File: config.mk
export PLATFORM = sky130hd
export DESIGN_NAME = mbcd_lane
export DESIGN_NICKNAME = d
export VERILOG_FILES = /design/src/rtl/core/mbcd_pkg.sv /design/src/rtl/core/mbcd_lane.sv
export SDC_FILE = /design/constraint.sdc
export NUM_CORES = 1
export LEC_CHECK = 0
export BUFFER_PORTS_ARGS = -buffer_cell sky130_fd_sc_hd__clkbuf_2
export CORE_ASPECT_RATIO = 1.75
export CORE_MARGIN = 2
export CORE_UTILIZATION = 45
export CTS_CLUSTER_DIAMETER = 30
export DETAILED_ROUTE_END_ITERATION = 10
export GPL_TIMING_DRIVEN = 0
export PLACE_DENSITY_LB_ADDON = 0.1
export SLEW_MARGIN = 20
export SYNTH_ARGS = -nofsm -noshare
export SYNTH_HDL_FRONTEND = slang
export SYNTH_SLANG_ARGS = --single-unit
export TNS_END_PERCENT = 20
File: constraint.sdc
create_clock -name aclk -period 26.5 [get_ports aclk]
set_clock_uncertainty 0.15 [all_clocks]
set_input_delay 5.3 -clock aclk [delete_from_list [all_inputs] [get_ports aclk]]
set_output_delay 5.3 -clock aclk [all_outputs]
set_load 0.005 [all_outputs]
File: src/rtl/core/mbcd_pkg.sv
`default_nettype none
package mbcd_pkg;

    localparam int unsigned OUT_LANES = 8;
    localparam int unsigned TIME_W    = 32;
    localparam int unsigned THR_W     = 16;
    localparam int unsigned ST_W      = 3;
    localparam int unsigned EV_W      = 3;
    localparam int unsigned CFG_IDX_W = 8;

    // lane state codes
    localparam logic [ST_W-1:0] ST_IDLE         = 3'd0;
    localparam logic [ST_W-1:0] ST_DEB_PRESS    = 3'd1;
    localparam logic [ST_W-1:0] ST_PRESSED      = 3'd2;
    localparam logic [ST_W-1:0] ST_WAIT_RELEASE = 3'd3;
    localparam logic [ST_W-1:0] ST_WAIT_DOUBLE  = 3'd4;
    localparam logic [ST_W-1:0] ST_LONG         = 3'd5;
    localparam logic [ST_W-1:0] ST_REL_DEB      = 3'd6;

    // event codes
    localparam logic [EV_W-1:0] EV_NONE       = 3'd0;
    localparam logic [EV_W-1:0] EV_CLICK      = 3'd1;
    localparam logic [EV_W-1:0] EV_DOUBLE     = 3'd2;
    localparam logic [EV_W-1:0] EV_LONG_START = 3'd3;
    localparam logic [EV_W-1:0] EV_HOLD       = 3'd4;
    localparam logic [EV_W-1:0] EV_LONG_END   = 3'd5;

    // register indexes
    localparam logic [CFG_IDX_W-1:0] CFG_DEBOUNCE     = 8'd0;
    localparam logic [CFG_IDX_W-1:0] CFG_LONG_PRESS   = 8'd1;
    localparam logic [CFG_IDX_W-1:0] CFG_DOUBLE_CLICK = 8'd2;
    localparam logic [CFG_IDX_W-1:0] CFG_HOLD_REPEAT  = 8'd3;

    localparam logic [THR_W-1:0] RST_DEBOUNCE     = 16'd20;
    localparam logic [THR_W-1:0] RST_LONG_PRESS   = 16'd1000;
    localparam logic [THR_W-1:0] RST_DOUBLE_CLICK = 16'd300;
    localparam logic [THR_W-1:0] RST_HOLD_REPEAT  = 16'd500;

    typedef struct packed {
        logic [THR_W-1:0] debounce;
        logic [THR_W-1:0] hold_start;
        logic [THR_W-1:0] dbl_window;
        logic [THR_W-1:0] hold_repeat;
    } cfg_t;

    typedef struct packed {
        logic [EV_W-1:0] ev;
        logic            stable;
        logic [ST_W-1:0] state;
    } lane_res_t;

    typedef struct packed {
        logic [OUT_LANES*EV_W-1:0] events;
        logic [OUT_LANES-1:0]      stable_pressed;
        logic [OUT_LANES*ST_W-1:0] states;
    } result_t;

endpackage
`default_nettype wire

File: src/rtl/core/mbcd_lane.sv
`default_nettype none
module mbcd_lane (
    input  wire logic                            aclk,
    input  wire logic                            aresetn,
    input  wire logic                            en,
    input  wire logic [mbcd_pkg::TIME_W-1:0]     now,
    input  wire logic                            raw,
    input  wire mbcd_pkg::cfg_t                  cfg,
    output mbcd_pkg::lane_res_t                  res
);
    import mbcd_pkg::*;

    logic [ST_W-1:0]   state_reg, state_next;
    logic              stable_reg, stable_next;
    logic              last_raw_reg;
    logic [1:0]        click_reg, click_next;
    logic [TIME_W-1:0] raw_time_reg, raw_time_next;
    logic [TIME_W-1:0] entry_time_reg, entry_time_next;
    logic [TIME_W-1:0] press_time_reg, press_time_next;
    logic [TIME_W-1:0] release_time_reg, release_time_next;
    logic [TIME_W-1:0] hold_time_reg, hold_time_next;
    logic [EV_W-1:0]   ev;

    logic [TIME_W-1:0] raw_age, entry_age, press_age, release_age, hold_age;
    logic              raw_settled, entry_deb, press_long, release_dbl, hold_due;

    // all ages wrap modulo 2^32
    assign raw_time_next = (raw != last_raw_reg) ? now : raw_time_reg;
    assign raw_age       = now - raw_time_next;
    assign entry_age     = now - entry_time_reg;
    assign press_age     = now - press_time_reg;
    assign release_age   = now - release_time_reg;
    assign hold_age      = now - hold_time_reg;

    assign raw_settled = raw_age     >= {{(TIME_W-THR_W){1'b0}}, cfg.debounce};
    assign entry_deb   = entry_age   >= {{(TIME_W-THR_W){1'b0}}, cfg.debounce};
    assign press_long  = press_age   >= {{(TIME_W-THR_W){1'b0}}, cfg.hold_start};
    assign release_dbl = release_age >= {{(TIME_W-THR_W){1'b0}}, cfg.dbl_window};
    assign hold_due    = hold_age    >= {{(TIME_W-THR_W){1'b0}}, cfg.hold_repeat};

    assign stable_next = raw_settled ? raw : stable_reg;

    always_comb begin
        state_next        = state_reg;
        click_next        = click_reg;
        entry_time_next   = entry_time_reg;
        press_time_next   = press_time_reg;
        release_time_next = release_time_reg;
        hold_time_next    = hold_time_reg;
        ev                = EV_NONE;
        case (state_reg)
            ST_IDLE: begin
                if (stable_next) begin
                    state_next      = ST_DEB_PRESS;
                    entry_time_next = now;
                end
            end
            ST_DEB_PRESS: begin
                if (stable_next) begin
                    if (entry_deb) begin
                        state_next      = ST_PRESSED;
                        entry_time_next = now;
                        press_time_next = now;
                        if (click_reg == 2'd0) begin
                            click_next = 2'd1;
                        end
                    end
                end else begin
                    state_next      = ST_IDLE;
                    entry_time_next = now;
                    click_next      = 2'd0;
                end
            end
            ST_PRESSED: begin
                if (!stable_next) begin
                    state_next        = ST_REL_DEB;
                    entry_time_next   = now;
                    release_time_next = now;
                end else if (press_long) begin
                    state_next      = ST_LONG;
                    entry_time_next = now;
                    hold_time_next  = now;
                    ev              = EV_LONG_START;
                end
            end
            ST_WAIT_RELEASE: begin
                if (!stable_next) begin
                    entry_time_next = now;
                    if (!release_dbl) begin
                        state_next = ST_WAIT_DOUBLE;
                    end else begin
                        state_next = ST_IDLE;
                        ev         = EV_CLICK;
                        click_next = 2'd0;
                    end
                end
            end
            ST_WAIT_DOUBLE: begin
                if (release_dbl) begin
                    state_next      = ST_IDLE;
                    entry_time_next = now;
                    ev              = EV_CLICK;
                    click_next      = 2'd0;
                end else if (stable_next) begin
                    state_next      = ST_DEB_PRESS;
                    entry_time_next = now;
                    click_next      = 2'd2;
                end
            end
            ST_LONG: begin
                if (!stable_next) begin
                    state_next      = ST_REL_DEB;
                    entry_time_next = now;
                    ev              = EV_LONG_END;
                    hold_time_next  = '0;
                end else if (hold_due) begin
                    ev             = EV_HOLD;
                    hold_time_next = now;
                end
            end
            ST_REL_DEB: begin
                if (!stable_next) begin
                    if (entry_deb) begin
                        entry_time_next = now;
                        if (click_reg == 2'd2) begin
                            state_next = ST_IDLE;
                            ev         = EV_DOUBLE;
                            click_next = 2'd0;
                        end else begin
                            state_next = ST_WAIT_RELEASE;
                        end
                    end
                end else begin
                    state_next      = ST_PRESSED;
                    entry_time_next = now;
                end
            end
            default: begin
                state_next = state_reg;
            end
        endcase
    end

    always_ff @(posedge aclk) begin
        if (!aresetn) begin
            state_reg        <= ST_IDLE;
            stable_reg       <= 1'b0;
            last_raw_reg     <= 1'b0;
            click_reg        <= 2'd0;
            raw_time_reg     <= '0;
            entry_time_reg   <= '0;
            press_time_reg   <= '0;
            release_time_reg <= '0;
            hold_time_reg    <= '0;
        end else if (en) begin
            state_reg        <= state_next;
            stable_reg       <= stable_next;
            last_raw_reg     <= raw;
            click_reg        <= click_next;
            raw_time_reg     <= raw_time_next;
            entry_time_reg   <= entry_time_next;
            press_time_reg   <= press_time_next;
            release_time_reg <= release_time_next;
            hold_time_reg    <= hold_time_next;
        end
    end

    assign res.ev     = ev;
    assign res.stable = stable_next;
    assign res.state  = state_next;

    a_long_start_enters_long: assert property (@(posedge aclk) disable iff (!aresetn)
        (ev == EV_LONG_START) |-> (state_reg == ST_PRESSED && state_next == ST_LONG))
        else $error("long start without entering long press");

    a_hold_stays_long: assert property (@(posedge aclk) disable iff (!aresetn)
        (en && ev == EV_HOLD) |=> (state_reg == ST_LONG && hold_time_reg == $past(now)))
        else $error("hold report left long press or missed its time stamp");

    a_double_clears_count: assert property (@(posedge aclk) disable iff (!aresetn)
        (ev == EV_DOUBLE) |-> (state_next == ST_IDLE && click_next == 2'd0))
        else $error("double click did not return to idle");

endmodule
`default_nettype wire

# After elaboration in Yosys (flattened, before gate mapping)
# Index checks and enable logic that the tools add are counted.
# Widths: inputs -> output; s select.
word_totals:
  reg_bits: 167
  inputBits: 100
  out_inout_bits: 7
op_classes:
  n_mux: 49
  order_cmp: 5
  add_sub_neg: 5
  bitwise_logic: 1
  reduce_logical: 11
  eq_ne: 21
op_table:
  columns: ["operator", "n"]
  rows:
  - ["$mux 32", 12]
  - ["$pmux 32 s6", 1]
  - ["$ge 32x16->1", 5]
  - ["$sub 32x32->32", 5]
  - ["$pmux 32 s2", 1]
  - ["$mux 3", 13]
  - ["$mux 2", 16]
  - ["$pmux 3 s7", 1]
  - ["$ne 2x2->1 const B", 8]
  - ["$ne 3x3->1 const B", 5]
  - ["$pmux 3 s5", 1]
  - ["$reduce_and 10->1", 1]
  - ["$eq 3x3->1 const B", 3]
  - ["$pmux 2 s4", 1]
  - ["$reduce_and 4->1", 2]
  - ["$eq 3x2->1 const B", 2]
  - ["$reduce_bool 6->1", 1]
  - ["$reduce_and 5->1", 1]
  - ["$reduce_bool 4->1", 1]
  - ["$eq 3x1->1 const B", 1]
  - ["$logic_not 3->1", 1]
  - ["$mux 1", 3]
  - ["$reduce_and 3->1", 1]
  - ["$eq 2x2->1 const B", 1]
  - ["5 further kinds", 5]

# Logic depth before layout (Yosys ltp)
# Gate-level depths: netlist of run 1.
depth:
  ltp_word: 8
  mapped_depth: 33
  depth_no_buf: 27

# Worst setup path after synthesis of run 1
# Ideal clock, no wire load.
synth_path:
  path_kind: "in2out"
  start: "input port raw"
  end: "output port res[0] (netlist name)"
  arrival_time_ns: 12.618
  required_ns: 21.050
  slack_ns: 8.432
  path_stages: 31
  path_cell_list: "buf_4 xnor2_2 clkbuf_1 buf_1 clkbuf_1 nand2_1 o21ai_0 ha_1 inv_1 mux2_2 a2111oi_0 o22ai_1 and2_1 a211oi_1 xnor2_1 ha_1 a21o_1 a211o_1 a2111oi_0 o21ai_0 or4_1 or4b_1 or4b_4 o21ai_4 and2_1 buf_6 inv_2 buf_6 or3_1 o31a_1 nand2_1"
synth_lines:
  columns: ["element", "line", "rtl"]
  rows:
  - ["start, declared", "mbcd_lane.sv:7", "input wire logic raw,"]
  - ["end, declared", "mbcd_lane.sv:9", "output mbcd_pkg::lane_res_t res"]

==> summary.txt, run 1 <==
Outcome
  • Outcome: complete, no violations

CTS
  • Root buffer cell: clkbuf_16
  • CTS Sinks: 167
  • Post-CTS Setup Bufs: 0
  • Hold buffer count at cts: 0
  • CTS tree: done
  • Clock Latency Late Sink: 0.47 ns
  • Worst-path clk slew: 0.07 ns
  • CTS H-tree lvls: 4
  • Max Root-Sink Buffers: 2
  • Total CTS buffers: 17
  • Post-CTS Resized: 0

STA
  • Final Hold Fails: 0
  • Slew @ Worst Pin: 1.16 ns
  • Final Cycle Share: 0.785
  • Final slew viol count: 0
  • Crit path time final: 20.79 ns
  • Unrepaired setup endpoints after global routing: false
  • Relative slew slack: 0.222
  • Setup TNS Final: 0 ns
  • FMAX: 48.1 MHz
  • Setup violations, final: 0

Worst setup path
  • Slowest stage cell on the critical path: a2111oi_1
  • Worst EP required: 21.05 ns
  • Data arrival time of the critical path: 15.34 ns
  • CP Launch Type: input pin
  • Crit path max fanout: 10
  • Worst path max stage delay: 0.72 ns
  • WS Path Type: input pin to primary output
  • Crit end category: primary output
  • Cell mode on critical path: clkbuf_1

Finish
  • Most frequent cells in the layout: 238 x inv_1, 225 x ha_1, 213 x nor2_1
  • Area grow syn2layout: 9.21%
  • Nets: 3119
  • Layout cells sized above 1: 0.0760
  • Most common cell after layout, fill and taps aside: inv_1
  • N_diodes: 0

Route
  • DRC: 0
  • Vias per cell: 6.18
  • Drt pass-1 iters: 6
  • Antenna-violating nets left: 0
  • Routed len/inst: 21.7 µm
  • Vias: 20900
  • Final WL: 73100 µm
  • DR iter-0 viols: 1252

Synthesis
  • Number of flops mapped to enable cells by yosys: 0
  • Cell variety after synth: 86
  • Mapped Avg Cell Area: 7.47 µm²
  • Synth Instances: 2667
  • Synth Area in Compound Gates: 0.300
  • Synth warn: 0
  • Seq/Total Area, Yosys: 0.168
  • Largest family of logic cells by synthesized area: compound AO/OA/AOI/OAI gates
  • Syn nets: 2996
  • Post-Synth Simple-Gate Area: 0.188
  • Multiplexer share of the synthesized area: 0.0728
  • Synth Register Bits: 167
  • Post-Synth Adder-Cell Area: 0.146
  • Post-synthesis cell area: 19900 µm²
  • Primary FF master, synth: dfxtp_1
  • Post-Synth XOR/XNOR Area: 0.0487
  • Asr flop ratio synth: 0

Floorplan
  • Die W: 163 µm
  • Core Rows: 102
  • Core Box Area: 44000 µm²
  • Die area: 46000 µm²
  • Top Ports: 107
  • Die Height: 282 µm
  • Starting density of the core: 0.452

Run
  • Max cap viols: 0

Placement
  • Routability Congestion: 0.965
  • Buffers on Ports: 103
  • Dpl hpwl: 58300 µm

Global route
  • Total track usage: 0.313
  • Initial antenna violation count: 0
  • Largest net degree at the start of global routing: 18
  • Gr ovfl total: 0
  • Vias in the first global route: 20400
  • First-pass GRT wire length: 111000 µm

Power and ir drop
  • Worst VDD drop: 37.5 µV
  • Leakage: 0.00918 µW
  • Design Power: 983 µW
  • Pwr dens: 45.2 nW/µm²

Hold path
  • Hold crit path type: register to register
==> through the flow <==
stage / utilization / area (µm²) / hold WS [ns] / cells / setup slack, ns
6_report: 0.494 / 21800 / 0.319 / 3374 / 5.71
2_1_floorplan: - / 19900 / 0.286 / 2667 / 8.43
4_1_cts: 0.494 / 21800 / 0.313 / 3374 / 5.85
5_1_grt: 0.494 / 21800 / 0.336 / 3374 / 5.18
3_3_place_gp: 0.480 / 21200 / 0.292 / 3342 / 5.63
3_5_place_dp: 0.481 / 21200 / 0.304 / 3343 / 5.89
==> path summary, 6_finish.rpt <==
| kind | from | to | slack (ns) | cells after the start |
|---|---|---|---|---|
| setup / recovery | raw | res[1] | 5.71 | 31 |
| hold / removal | raw_time_reg[19] | raw_time_reg[19] | 0.32 | 2 |
| setup reg to reg | last_raw_reg | entry_time_reg[10] | 15.23 | 29 |
| hold reg to reg | raw_time_reg[19] | raw_time_reg[19] | 0.32 | 2 |
==> logic make-up (layout without fill, tap and decap cells) <==
group	Yosys count	count (layout)
DFF	167	167
and+or+nand+nor	757	757
adders and majority gates	230	230
AOI/OAI and AO/OA	872	872
muxes	144	144
buffers and inverters	387	522
xor gates and xnor gates	110	110
==> critical path, delay by kind of cell <==
family | cells | cell delay (ns)
fa+ha+maj | 2 | 0.56
compound gates | 10 | 3.03
buf+inv | 8 | 2.48
xor+xnor | 2 | 0.50
simple gates | 8 | 3.16
mux | 1 | 0.29
==> routing by layer <==
layer	vias to the layer above	share of wire	global-route usage	wire [µm]
met4	0	0.067	0.202	4880
met2	644	0.51	0.576	37000
met3	214	0.043	0.0273	3130
li1	10100	-	-	-
met5	-	0	0	0
met1	9936	0.38	0.340	28000
==> layout make-up <==
type,count,area [µm²]
sequential,167,3340
timing repair buffer,104,523
inverter,241,905
tap,572,716
buffer,146,621
clock inverter,13,129
multi-input combinational,2113,15100
fill,4515,22300
clock buffer,18,439
==> power breakdown <==
part,total (µW),switching (µW),internal [µW]
Sequential,271,8.60,262
Clock,251,124,127
Combinational,461,288,173
==> cell usage after synthesis (24+ instances only) <==
master    number  area share
xnor2_1       53       0.023
inv_1        238       0.045
nand2b_1      42       0.013
a211oi_1      43       0.016
a21oi_1      190       0.048
mux2i_1      137       0.069
buf_2         24      0.0060
nor2_1       213       0.040
clkbuf_1     109       0.021
o211ai_1      24      0.0090
ha_1         225        0.14
and3_1        27      0.0085
nand4_1       54       0.017
xor2_1        56       0.025
a21boi_0      38       0.014
o21ai_0      156       0.039
nand3_1       49       0.012
nand2_1      184       0.035
o31ai_1       44       0.017
a22o_1        33       0.015
nor2b_1       32       0.010
o21a_1        27       0.010
a31oi_1       30      0.0094
a21o_1        82       0.031
nor3_1        42       0.011
dfxtp_1      167        0.17
o32a_1        33       0.017
(Power assumes the default switching activity.)
==> run 2: changes to the inputs <==
--- a/config.mk
+++ b/config.mk
@@ -5,6 +5,7 @@
 export SDC_FILE = /design/constraint.sdc
 export NUM_CORES = 1
 export LEC_CHECK = 0
+export ABC_AREA = 1
 export BUFFER_PORTS_ARGS = -buffer_cell sky130_fd_sc_hd__clkbuf_2
 export CORE_ASPECT_RATIO = 1.75
 export CORE_MARGIN = 2
==> constraint.sdc (replaced) <==
create_clock -name aclk -period 18.3 [get_ports aclk]
set_clock_uncertainty 0.15 [all_clocks]
set_input_delay 3.66 -clock aclk [delete_from_list [all_inputs] [get_ports aclk]]
set_output_delay 3.66 -clock aclk [all_outputs]
set_load 0.005 [all_outputs]
==> summary.txt, run 2 <==
Outcome
  • Outcome: complete, no violations

Route
  • Final WL: 95700 µm
  • Vias: 27100
  • DRC: 0
  • DR iter-0 viols: 2050
  • Vias per cell: 5.49
  • Drt pass-1 iters: 6
  • Antenna-violating nets left: 0
  • Routed len/inst: 19.4 µm

Synthesis
  • Syn nets: 4455
  • Asr flop ratio synth: 0
  • Primary FF master, synth: dfxtp_1
  • Cell variety after synth: 50
  • Synth Register Bits: 167
  • Synth warn: 0
  • Mapped Avg Cell Area: 5.56 µm²
  • Synth cell count leaders: 1144 x nand2_1, 661 x inv_1, 432 x nor2_1
  • Post-synthesis cell area: 22900 µm²
  • Number of flops mapped to enable cells by yosys: 0
  • Synth Instances: 4126
  • Largest cells by area after synthesis: nand2_1 19%, dfxtp_1 15%, ha_1 12%, inv_1 11%, a21oi_1 8.4%
  • Top-count cell post-synth: nand2_1
  • Top-area cell type share of the netlist area: 0.187
  • Seq/Total Area, Yosys: 0.146
  • Area leader, netlist: nand2_1

STA
  • Final Hold Slack: 0.307 ns
  • Final Cycle Share: 0.755
  • Unrepaired setup endpoints after global routing: false
  • FMAX: 72.3 MHz
  • Setup violations, final: 0
  • Crit path time final: 13.82 ns
  • Final worst slack: 4.48 ns
  • Relative slew slack: 0.277
  • Slew @ Worst Pin: 1.08 ns
  • Final slew viol count: 0
  • Setup TNS Final: 0 ns
  • Final Hold Fails: 0

Worst setup path
  • FF-to-FF Start: last_raw_reg
  • Worst EP required: 14.49 ns
  • Bufs and invs on worst path: 8
  • Data arrival time of the critical path: 10.01 ns
  • Slowest stage cell on the critical path: clkbuf_1
  • CP Launch Type: input pin
  • FF-to-FF setup slack: 11.36 ns
  • Worst r2r path cells: 31
  • Crit end category: primary output
  • WS Path Type: input pin to primary output
  • Crit path max fanout: 10
  • Worst path max stage delay: 0.56 ns
  • Largest delay contributor family on the critical path: simple AND/OR/NAND/NOR gates
  • Cell mode on critical path: a21oi_1
  • RR Endpoint: entry_time_reg[26]

Hold path
  • Min-delay src: press_time_reg[6]
  • Hold endpoint: press_time_reg[6]
  • WHS Path Cells: 2
  • Hold crit path type: register to register

CTS
  • CTS H-tree lvls: 4
  • Root buffer cell: clkbuf_16
  • Hold buffer count at cts: 0
  • CTS tree: done
  • Post-CTS Resized: 0
  • Post-CTS Setup Bufs: 0
  • CTS Sinks: 167
  • Total CTS buffers: 17
  • Max Root-Sink Buffers: 2
  • Worst-path clk slew: 0.07 ns
  • Clock Latency Late Sink: 0.47 ns

Floorplan
  • Top Ports: 107
  • Die Height: 303 µm
  • Starting density of the core: 0.454
  • Die area: 52800 µm²
  • Core Box Area: 50500 µm²
  • Die W: 175 µm
  • Core Rows: 109

Placement
  • Dpl hpwl: 76500 µm
  • Routability Congestion: 1.01
  • Worst slack at placement: 4.48 ns
  • Post-placement cell count: 4898
  • Buffers on Ports: 104
  • Placed Area: 24300 µm²

Global route
  • Total track usage: 0.359
  • Largest net degree at the start of global routing: 17
  • Most Crowded Layer GR: met2
  • Met1 usage: 0.359
  • Vias in the first global route: 26300
  • First-pass GRT wire length: 144000 µm
  • Initial antenna violation count: 2
  • Met3 Use GR: 0.0435
  • Met2 usage: 0.633
  • Gr ovfl total: 0

Finish
  • Fillcell total: 5789
  • Most common cell after layout, fill and taps aside: nand2_1
  • Most frequent cells in the layout: 1144 x nand2_1, 661 x inv_1, 432 x nor2_1
  • Final Cell Area: 24900 µm²
  • Nets: 4580
  • Layout cells sized above 1: 0.0497
  • Layout Cells excl Fill: 4931
  • Area grow syn2layout: 8.53%

Power and ir drop
  • Leakage: 0.0127 µW
  • Pwr dens: 65.8 nW/µm²
  • Worst VDD drop: 78.8 µV

Run
  • Max cap viols: 0
[run 2: cell type report]
type / count / area (µm²) / share of cell area
multi-input combinational: 3137 / 16400 / 0.660
sequential: 167 / 3340 / 0.134
inverter: 698 / 2620 / 0.105
tap: 666 / 833 / 0.0335
buffer: 124 / 558 / 0.0224
timing repair buffer: 106 / 536 / 0.0215
clock buffer: 21 / 460 / 0.0185
clock inverter: 11 / 113 / 0.00453
antenna: 1 / 2.50 / 0.000101
[run 2: cell families after synthesis]
family          synth area share
buf+inv                    0.139
compound gates             0.184
flops                      0.146
simple gates               0.366
fa+ha+maj                  0.126
xor+xnor                  0.0386
[run 2: where the power goes]
group          switching (µW)  internal, µW  leakage [µW]  total (µW)
combinational             583           280        0.0110         863
clock                     176           197      0.000273         373
sequential               14.4           387       0.00136         401
[run 2: how the worst max path moves through the flow]
stage | startpoint | to | depth (start not counted)
3_3_place_gp | now[0] | res[2] | 30
2_1_floorplan | raw | res[4] | 30
3_5_place_dp | raw | res[4] | 30
5_1_grt | raw | res[4] | 30
6_report | raw | res[0] | 32
4_1_cts | raw | res[4] | 30
[run 2: routing by layer]
layer | up-vias | part of all wire | wire, µm
met5 | - | 0.00030 | 29
met4 | 4 | 0.12 | 11100
met3 | 406 | 0.050 | 4790
met2 | 1029 | 0.48 | 45600
met1 | 12100 | 0.36 | 34200
li1 | 13500 | - | -
[run 2: worst min-delay path: stages (launching register included)]
cell and delay [ns]:
dfxtp_1 0.30, inv_1 0.06, a21oi_1 0.06
[run 2: metrics by stage]
| step | total power, µW | utilization |
|---|---|---|
| final | 1640 | 0.493 |
| after global routing | 1760 | 0.493 |
| after CTS | 1630 | 0.493 |
| after detailed placement | 1250 | 0.482 |
| after global placement | 1250 | 0.481 |
| after floorplan | 1010 | - |
